===== config.mk =====
export PLATFORM = sky130hd
export DESIGN_NAME = utf8_sequence_repair_core
export DESIGN_NICKNAME = d
export VERILOG_FILES = /design/src/hdl/urep_pkg.sv /design/src/hdl/utf8_sequence_repair_core.sv /design/src/hdl/urep_front.sv /design/src/hdl/urep_queue.sv /design/src/hdl/urep_back.sv
export SDC_FILE = /design/constraint.sdc
export NUM_CORES = 1
export LEC_CHECK = 0
export ABC_CLOCK_PERIOD_IN_PS = 7050
export BUFFER_PORTS_ARGS = -buffer_cell sky130_fd_sc_hd__buf_2
export CORE_MARGIN = 2
export CORE_UTILIZATION = 29
export DETAILED_ROUTE_END_ITERATION = 8
export PLACE_DENSITY_LB_ADDON = 0.1
export SYNTH_ARGS = -nofsm -noshare
export SYNTH_HDL_FRONTEND = slang
export SYNTH_HIERARCHICAL = 1
export SYNTH_SLANG_ARGS = --single-unit
export TNS_END_PERCENT = 30

===== constraint.sdc =====
create_clock -name clk -period 7.05 [get_ports clk]
set_input_delay 0.705 -clock clk [delete_from_list [all_inputs] [get_ports clk]]
set_output_delay 0.705 -clock clk [all_outputs]
set_load 0.005 [all_outputs]

===== src/hdl/urep_pkg.sv =====
`timescale 1ns / 1ps
package urep_pkg;

  localparam int URP_QUEUE_DEPTH = 4;
  localparam int SER_SLOTS = 5;

  localparam logic [7:0] CONT_MASK = 8'hC0;
  localparam logic [7:0] CONT_TAG = 8'h80;
  localparam logic [7:0] LEAD2 = 8'hC0;
  localparam logic [7:0] LEAD3 = 8'hE0;
  localparam logic [7:0] LEAD4 = 8'hF0;

  localparam logic [1:0] LEN1 = 2'd0;
  localparam logic [1:0] LEN2 = 2'd1;
  localparam logic [1:0] LEN3 = 2'd2;
  localparam logic [1:0] LEN4 = 2'd3;

  // one closed group, optionally followed by a one-byte group
  typedef struct packed {
    logic [3:0][7:0] bytes;
    logic [1:0] len_m1;
    logic [31:0] rnd;
    logic has_tail;
    logic [6:0] tail;
    logic final_flag;
  } job_t;

  // residue modulo 15 by nibble folding
  function automatic logic [3:0] mod15(input logic [27:0] v);
    logic [6:0] s;
    logic [4:0] t;
    s = '0;
    for (int i = 0; i < 7; i++) begin
      s = s + {3'b000, v[i*4 +: 4]};
    end
    t = {2'b00, s[6:4]} + {1'b0, s[3:0]};
    if (t >= 5'd15) begin
      t = t - 5'd15;
    end
    return t[3:0];
  endfunction

endpackage


===== src/hdl/utf8_sequence_repair_core.sv =====
`timescale 1ns / 1ps
// utf8 sequence repair: takes a string one byte per beat and gives back
// well-formed utf-8 groups, one byte per output beat
// input channel: in_valid/in_ready with in_byte, random_word, string_end
// output channel: out_valid/out_ready with out_byte, run_last, final_byte
// a group's bytes come out when the group closes: on the next lead byte,
// on the fourth byte, or on the beat that carries string_end
// a closed group moves from the queue through the gather register to the
// serializer, which offers one byte per cycle while out_ready is high
// throughput: one input beat per cycle while the queue has room; the
// serializer emits one byte per cycle, so sustained rate is one byte per
// cycle for strings that keep their length, set by the output byte lane
// a queue of QUEUE_DEPTH closed groups sits between the grouping front end
// and the repair/serializer back end; in_ready drops only when it is full
// stalling out_ready backs up the serializer, then the queue, then input
// reset clears the open group, the queue and the output stage
module utf8_sequence_repair_core import urep_pkg::*; #(
  parameter int QUEUE_DEPTH = URP_QUEUE_DEPTH
) (
  input  logic        clk,
  input  logic        rst,
  input  logic        in_valid,
  output logic        in_ready,
  input  logic [7:0]  in_byte,
  input  logic [31:0] random_word,
  input  logic        string_end,
  output logic        out_valid,
  input  logic        out_ready,
  output logic [7:0]  out_byte,
  output logic        run_last,
  output logic        final_byte
);

  logic q_full;
  logic q_push;
  job_t q_push_job;
  logic q_pop;
  logic q_valid;
  job_t q_job;

  urep_front u_front (
    .clk         (clk),
    .rst         (rst),
    .in_valid    (in_valid),
    .in_ready    (in_ready),
    .in_byte     (in_byte),
    .random_word (random_word),
    .string_end  (string_end),
    .q_full      (q_full),
    .push        (q_push),
    .push_job    (q_push_job)
  );

  urep_queue #(
    .DEPTH (QUEUE_DEPTH)
  ) u_queue (
    .clk       (clk),
    .rst       (rst),
    .push      (q_push),
    .push_job  (q_push_job),
    .full      (q_full),
    .pop       (q_pop),
    .pop_valid (q_valid),
    .pop_job   (q_job)
  );

  urep_back u_back (
    .clk        (clk),
    .rst        (rst),
    .q_valid    (q_valid),
    .q_job      (q_job),
    .q_pop      (q_pop),
    .out_valid  (out_valid),
    .out_ready  (out_ready),
    .out_byte   (out_byte),
    .run_last   (run_last),
    .final_byte (final_byte)
  );

endmodule


===== src/hdl/urep_front.sv =====
`timescale 1ns / 1ps
module urep_front import urep_pkg::*; (
  input  logic        clk,
  input  logic        rst,
  input  logic        in_valid,
  output logic        in_ready,
  input  logic [7:0]  in_byte,
  input  logic [31:0] random_word,
  input  logic        string_end,
  input  logic        q_full,
  output logic        push,
  output job_t        push_job
);

  logic [7:0] group_bytes [3];
  logic [1:0] group_count;
  logic [1:0] group_count_next;
  logic [31:0] group_random;
  logic [31:0] group_random_next;
  logic accept;
  logic cont;
  logic wr_en;
  logic [1:0] wr_idx;
  job_t job;

  assign in_ready = !q_full;
  assign accept = in_valid && in_ready;
  assign cont = (in_byte & CONT_MASK) == CONT_TAG;

  always_comb begin
    job = '0;
    job.bytes[0] = group_bytes[0];
    job.bytes[1] = group_bytes[1];
    job.bytes[2] = group_bytes[2];
    job.bytes[3] = 8'h00;
    job.len_m1 = group_count - 2'd1;
    job.rnd = group_random;
    job.has_tail = 1'b0;
    job.tail = in_byte[6:0];
    job.final_flag = string_end;
    push = 1'b0;
    wr_en = 1'b0;
    wr_idx = group_count;
    group_count_next = group_count;
    group_random_next = group_random;
    if (accept) begin
      if (group_count != 2'd0 && cont) begin
        job.bytes[group_count] = in_byte;
        job.len_m1 = group_count;
        if (group_count == 2'd3 || string_end) begin
          push = 1'b1;
          group_count_next = 2'd0;
        end else begin
          wr_en = 1'b1;
          wr_idx = group_count;
          group_count_next = group_count + 2'd1;
        end
      end else begin
        group_random_next = random_word;
        if (group_count != 2'd0) begin
          push = 1'b1;
          job.has_tail = string_end;
        end else if (string_end) begin
          push = 1'b1;
          job.bytes[0] = in_byte;
          job.len_m1 = LEN1;
          job.rnd = random_word;
        end
        if (string_end) begin
          group_count_next = 2'd0;
        end else begin
          wr_en = 1'b1;
          wr_idx = 2'd0;
          group_count_next = 2'd1;
        end
      end
    end
  end

  assign push_job = job;

  always_ff @(posedge clk) begin
    if (rst) begin
      group_count <= 2'd0;
      group_random <= '0;
    end else begin
      group_count <= group_count_next;
      group_random <= group_random_next;
    end
  end

  always_ff @(posedge clk) begin
    if (wr_en) begin
      group_bytes[wr_idx] <= in_byte;
    end
  end

endmodule


===== src/hdl/urep_queue.sv =====
`timescale 1ns / 1ps
module urep_queue import urep_pkg::*; #(
  parameter int DEPTH = URP_QUEUE_DEPTH
) (
  input  logic clk,
  input  logic rst,
  input  logic push,
  input  job_t push_job,
  output logic full,
  input  logic pop,
  output logic pop_valid,
  output job_t pop_job
);

  localparam int PW = $clog2(DEPTH);
  localparam int CW = $clog2(DEPTH + 1);
  localparam logic [PW-1:0] LAST_PTR = PW'(DEPTH - 1);
  localparam logic [CW-1:0] FULL_CNT = CW'(DEPTH);

  job_t entries [DEPTH];
  logic [PW-1:0] wr_ptr;
  logic [PW-1:0] rd_ptr;
  logic [CW-1:0] count;

  assign full = count == FULL_CNT;
  assign pop_valid = count != '0;
  assign pop_job = entries[rd_ptr];

  always_ff @(posedge clk) begin
    if (rst) begin
      wr_ptr <= '0;
      rd_ptr <= '0;
      count <= '0;
    end else begin
      if (push) begin
        wr_ptr <= (wr_ptr == LAST_PTR) ? '0 : wr_ptr + 1'b1;
      end
      if (pop) begin
        rd_ptr <= (rd_ptr == LAST_PTR) ? '0 : rd_ptr + 1'b1;
      end
      if (push && !pop) begin
        count <= count + 1'b1;
      end else if (pop && !push) begin
        count <= count - 1'b1;
      end
    end
  end

  always_ff @(posedge clk) begin
    if (push) begin
      entries[wr_ptr] <= push_job;
    end
  end

endmodule


===== src/hdl/urep_back.sv =====
`timescale 1ns / 1ps
module urep_back import urep_pkg::*; (
  input  logic       clk,
  input  logic       rst,
  input  logic       q_valid,
  input  job_t       q_job,
  output logic       q_pop,
  output logic       out_valid,
  input  logic       out_ready,
  output logic [7:0] out_byte,
  output logic       run_last,
  output logic       final_byte
);

  // gather stage
  logic        rep_valid;
  logic [20:0] rep_c;
  logic [1:0]  rep_len_m1;
  logic [3:0]  rep_m2;
  logic [3:0]  rep_m3;
  logic [19:0] rep_rlo;
  logic        rep_has_tail;
  logic [6:0]  rep_tail;
  logic        rep_final;
  logic [20:0] gather_c;

  // serializer stage
  logic        ser_valid;
  logic [7:0]  ser_bytes [SER_SLOTS];
  logic [2:0]  ser_idx;
  logic [2:0]  ser_last;
  logic        ser_final;
  logic        ser_at_last;
  logic        ser_free;
  logic        ser_load;

  logic [10:0] v2;
  logic [15:0] x3;
  logic [15:0] v3;
  logic [20:0] v4;
  logic [20:0] c_fix;
  logic [7:0]  enc [4];
  logic [7:0]  ld_bytes [SER_SLOTS];
  logic [2:0]  ld_last;

  assign ser_at_last = ser_idx == ser_last;
  assign ser_free = !ser_valid || (out_ready && ser_at_last);
  assign ser_load = rep_valid && ser_free;
  assign q_pop = q_valid && (!rep_valid || ser_load);

  always_comb begin
    case (q_job.len_m1)
      LEN1: gather_c = {14'b0, q_job.bytes[0][6:0]};
      LEN2: gather_c = {10'b0, q_job.bytes[0][4:0], q_job.bytes[1][5:0]};
      LEN3: gather_c = {5'b0, q_job.bytes[0][3:0], q_job.bytes[1][5:0],
                        q_job.bytes[2][5:0]};
      LEN4: gather_c = {q_job.bytes[0][2:0], q_job.bytes[1][5:0],
                        q_job.bytes[2][5:0], q_job.bytes[3][5:0]};
      default: gather_c = '0;
    endcase
  end

  always_ff @(posedge clk) begin
    if (rst) begin
      rep_valid <= 1'b0;
    end else if (q_pop) begin
      rep_valid <= 1'b1;
    end else if (ser_load) begin
      rep_valid <= 1'b0;
    end
  end

  always_ff @(posedge clk) begin
    if (q_pop) begin
      rep_c <= gather_c;
      rep_len_m1 <= q_job.len_m1;
      rep_m2 <= mod15({3'b000, q_job.rnd[31:7]});
      rep_m3 <= mod15({8'h00, q_job.rnd[31:12]});
      rep_rlo <= q_job.rnd[19:0];
      rep_has_tail <= q_job.has_tail;
      rep_tail <= q_job.tail;
      rep_final <= q_job.final_flag;
    end
  end

  // range repair, re-encoding and placement of the tail byte
  always_comb begin
    v2 = 11'h080 + {rep_m2, rep_rlo[6:0]};
    x3 = {rep_m3, rep_rlo[11:0]};
    v3 = (x3 >= 16'hD000) ? x3 + 16'h1000 : x3 + 16'h0800;
    v4 = 21'h010000 + {1'b0, rep_rlo};
    case (rep_len_m1)
      LEN1: c_fix = rep_c;
      LEN2: c_fix = (rep_c[10:0] < 11'h080) ? {10'b0, v2} : rep_c;
      LEN3: c_fix = (rep_c[15:0] < 16'h0800 ||
                     (rep_c[15:0] >= 16'hD800 && rep_c[15:0] < 16'hE000)) ?
                    {5'b0, v3} : rep_c;
      LEN4: c_fix = (rep_c < 21'h010000 || rep_c > 21'h10FFFF) ? v4 : rep_c;
      default: c_fix = rep_c;
    endcase

    enc[0] = {1'b0, c_fix[6:0]};
    enc[1] = 8'h00;
    enc[2] = 8'h00;
    enc[3] = 8'h00;
    case (rep_len_m1)
      LEN1: enc[0] = {1'b0, c_fix[6:0]};
      LEN2: begin
        enc[0] = LEAD2 | {3'b000, c_fix[10:6]};
        enc[1] = CONT_TAG | {2'b00, c_fix[5:0]};
      end
      LEN3: begin
        enc[0] = LEAD3 | {4'h0, c_fix[15:12]};
        enc[1] = CONT_TAG | {2'b00, c_fix[11:6]};
        enc[2] = CONT_TAG | {2'b00, c_fix[5:0]};
      end
      LEN4: begin
        enc[0] = LEAD4 | {5'b00000, c_fix[20:18]};
        enc[1] = CONT_TAG | {2'b00, c_fix[17:12]};
        enc[2] = CONT_TAG | {2'b00, c_fix[11:6]};
        enc[3] = CONT_TAG | {2'b00, c_fix[5:0]};
      end
      default: enc[0] = {1'b0, c_fix[6:0]};
    endcase

    for (int i = 0; i < 4; i++) begin
      ld_bytes[i] = enc[i];
    end
    ld_bytes[4] = 8'h00;
    if (rep_has_tail) begin
      ld_bytes[{1'b0, rep_len_m1} + 3'd1] = {1'b0, rep_tail};
    end
    ld_last = {1'b0, rep_len_m1} + {2'b00, rep_has_tail};
  end

  always_ff @(posedge clk) begin
    if (rst) begin
      ser_valid <= 1'b0;
      ser_idx <= 3'd0;
    end else if (ser_load) begin
      ser_valid <= 1'b1;
      ser_idx <= 3'd0;
    end else if (ser_valid && out_ready) begin
      if (ser_at_last) begin
        ser_valid <= 1'b0;
      end else begin
        ser_idx <= ser_idx + 3'd1;
      end
    end
  end

  always_ff @(posedge clk) begin
    if (ser_load) begin
      for (int i = 0; i < SER_SLOTS; i++) begin
        ser_bytes[i] <= ld_bytes[i];
      end
      ser_last <= ld_last;
      ser_final <= rep_final;
    end
  end

  assign out_valid = ser_valid;
  assign out_byte = ser_bytes[ser_idx];
  assign run_last = ser_at_last;
  assign final_byte = ser_final && ser_at_last;

endmodule


==> results.yml <==
placement:
  place.port_buffers: 56
  globalplace.congestion: 0.7943
  place_inst: 2170
  dp_hpwl_mm: 31.24
  dpl-instance-area_sq_um: 21360
cts:
  clk_latency_ns: 0.61
  cts_setup_buffers: 0
  htreeDepth: 2
  ctsHoldBuffers: 0
  cts-resized-gates: 0
  cts_buffers: 51
  cts_tree: "built"
  cts_num_sinks: 444
  clock_path_buffers: 3
  path_clk_slew_ns: 0.06
  cts_root_buffer: "clkbuf_16"
synthesis:
  syn-instance-count: 1228
  yosys_warnings: 6
  netlist_area_sq_um: 20120
  syn_area_per_cell_sq_um: 16.38
  synthesis.nets: 1338
global_route:
  overflow: 0
  grt_pass1_wl_mm: 71.82
  grt_start_max_net_pins: 77
  use_met2: 0.2116
  grt_busiest_layer: "met2"
  grt_util_met3: 0.01931
  grtUsageMet1: 0.1946
  track_usage: 0.1358
  antenna_found_initial: 2
  grt_pass1_vias: 10980
layout:
  layout.nets: 1402
  register_area_sq_um: 12830
  syn_to_final_growth_pct: 14.42
  drive_above_1_share: 0.2386
  final_area_sq_um: 23020
  insertedDiodeCount: 0
  multi_input_area_sq_um: 6744
  instances_no_fill: 2264
  fill_cells: 6570
worst_setup_path:
  setup.worst_path.start_class: "register"
  end_kind: "register"
  critical_path_class: "register to register"
  cp.arrival_ns: 6.28
  worstPathMaxFanout: 26
  cp.required_ns: 7.39
timing:
  finalClockSkew_ns: 0.02799
  slew_violations: 0
  rsz0062_at_grt: "false"
  setup_viol: 0
  finalSetupTns_ns: 0
  max_freq_ghz: 0.1682
  relSlewSlack: 0.2408
  worst_pin_slew_ns: 1.136
  hold_violations: 0
  period_minus_slack_ns: 5.944
  period_share: 0.8431
die:
  die_w_microns: 267.4
  initial_core_util: 0.2933
  fp.dieH_microns: 267.4
  core_area_sq_um: 68590
  rows: 96
  die_area_sq_um: 71490
  ios: 57
detailed_routing:
  vias: 10440
  wirelength_mm: 47.51
  routed_via_density: 4.612
  firstDrtPassIters: 5
  remaining_drc_errors: 0
  drtAntennaViolNets: 0
  drt_iter0_drc: 641
  wl_per_cell_microns: 20.99
hold_path:
  min_path_type: "input pin to register"
outcome:
  outcome: "finished clean"
flow_run:
  maxCapViolations: 0
[sequential cells by signal, summed over array words and instances, names as in the netlist, 2 cells and up, named ones only]
register and count:
u_back/rep_m3 4, u_queue/rd_ptr 2, u_back/rep_rlo 20, u_back/ser_bytes 38, u_front/group_random 32, u_back/rep_c 21
u_back/rep_m2 4, u_front/group_count 2, u_queue/entries 272, u_back/rep_len_m1 2, u_queue/count 3, u_queue/wr_ptr 2
u_back/rep_tail 7, u_back/ser_idx 3, u_front/group_bytes 19, u_back/ser_last 3
[routing by layer]
metal	wire length, microns	up-vias
li1	-	4848
met1	23300	5345
met2	21540	171
met3	1460	75
met4	1200	2
met5	13	-
[cells in the final DEF, fill, tap and decap left out, types with 14 or more instances in the layout]
cell and count:
mux4_2 79, nand2b_1 69, xnor2_1 16, clkbuf_1 14
a21oi_1 26, nand2_1 38, o21ai_0 29, dfxtp_1 49
buf_4 18, mux2_2 71, ha_1 40, buf_2 56
fa_1 25, mux2i_1 78, nor2_1 27, and3_1 17
inv_1 54, clkbuf_16 52, edfxtp_1 393
[metrics by stage]
stage / hold WS, ns / setup slack (ns) / utilization
2_1_floorplan: 0.4003 / 1.487 / -
3_3_place_gp: 0.4225 / 1.128 / 0.3114
3_5_place_dp: 0.4355 / 1.098 / 0.3114
4_1_cts: 0.3191 / 1.071 / 0.3356
5_1_grt: 0.3460 / 0.7777 / 0.3356
6_report: 0.3609 / 1.106 / 0.3356
[area by class of cell]
class,instances,area share
clock buffers,72,0.06240
clock inverters,22,0.009730
repair buffers,74,0.01805
inverters,54,0.008806
multi-input cells,667,0.2930
flip-flops and latches,444,0.5574
well taps,931,0.05061
[path summary, 6_finish.rpt]
kind               startpoint                  endpoint  slack (ns)  cells past startpoint
max                  register          u_back/rep_m2[1]        1.11                     16
min           random_word[22]  u_front/group_random[22]        0.36                      3
max reg2reg          register          u_back/rep_m2[1]        1.11                     16
min reg2reg  u_back/rep_final          u_back/ser_final        0.44                      0
[critical path: stages (launching register included)]
cell,delay [ns]
dfxtp_4,0.72
mux4_2,0.59
fa_1,0.63
inv_1,0.07
fa_1,0.46
fa_1,0.55
inv_1,0.05
ha_1,0.21
fa_1,0.41
xor2_1,0.18
ha_1,0.23
fa_1,0.50
ha_1,0.26
a21oi_1,0.12
nor2_1,0.06
a21oi_1,0.25
mux2_2,0.37
Power is not shown: default switching activity piles up to over one toggle a cycle in this logic, so the estimate is an artifact.
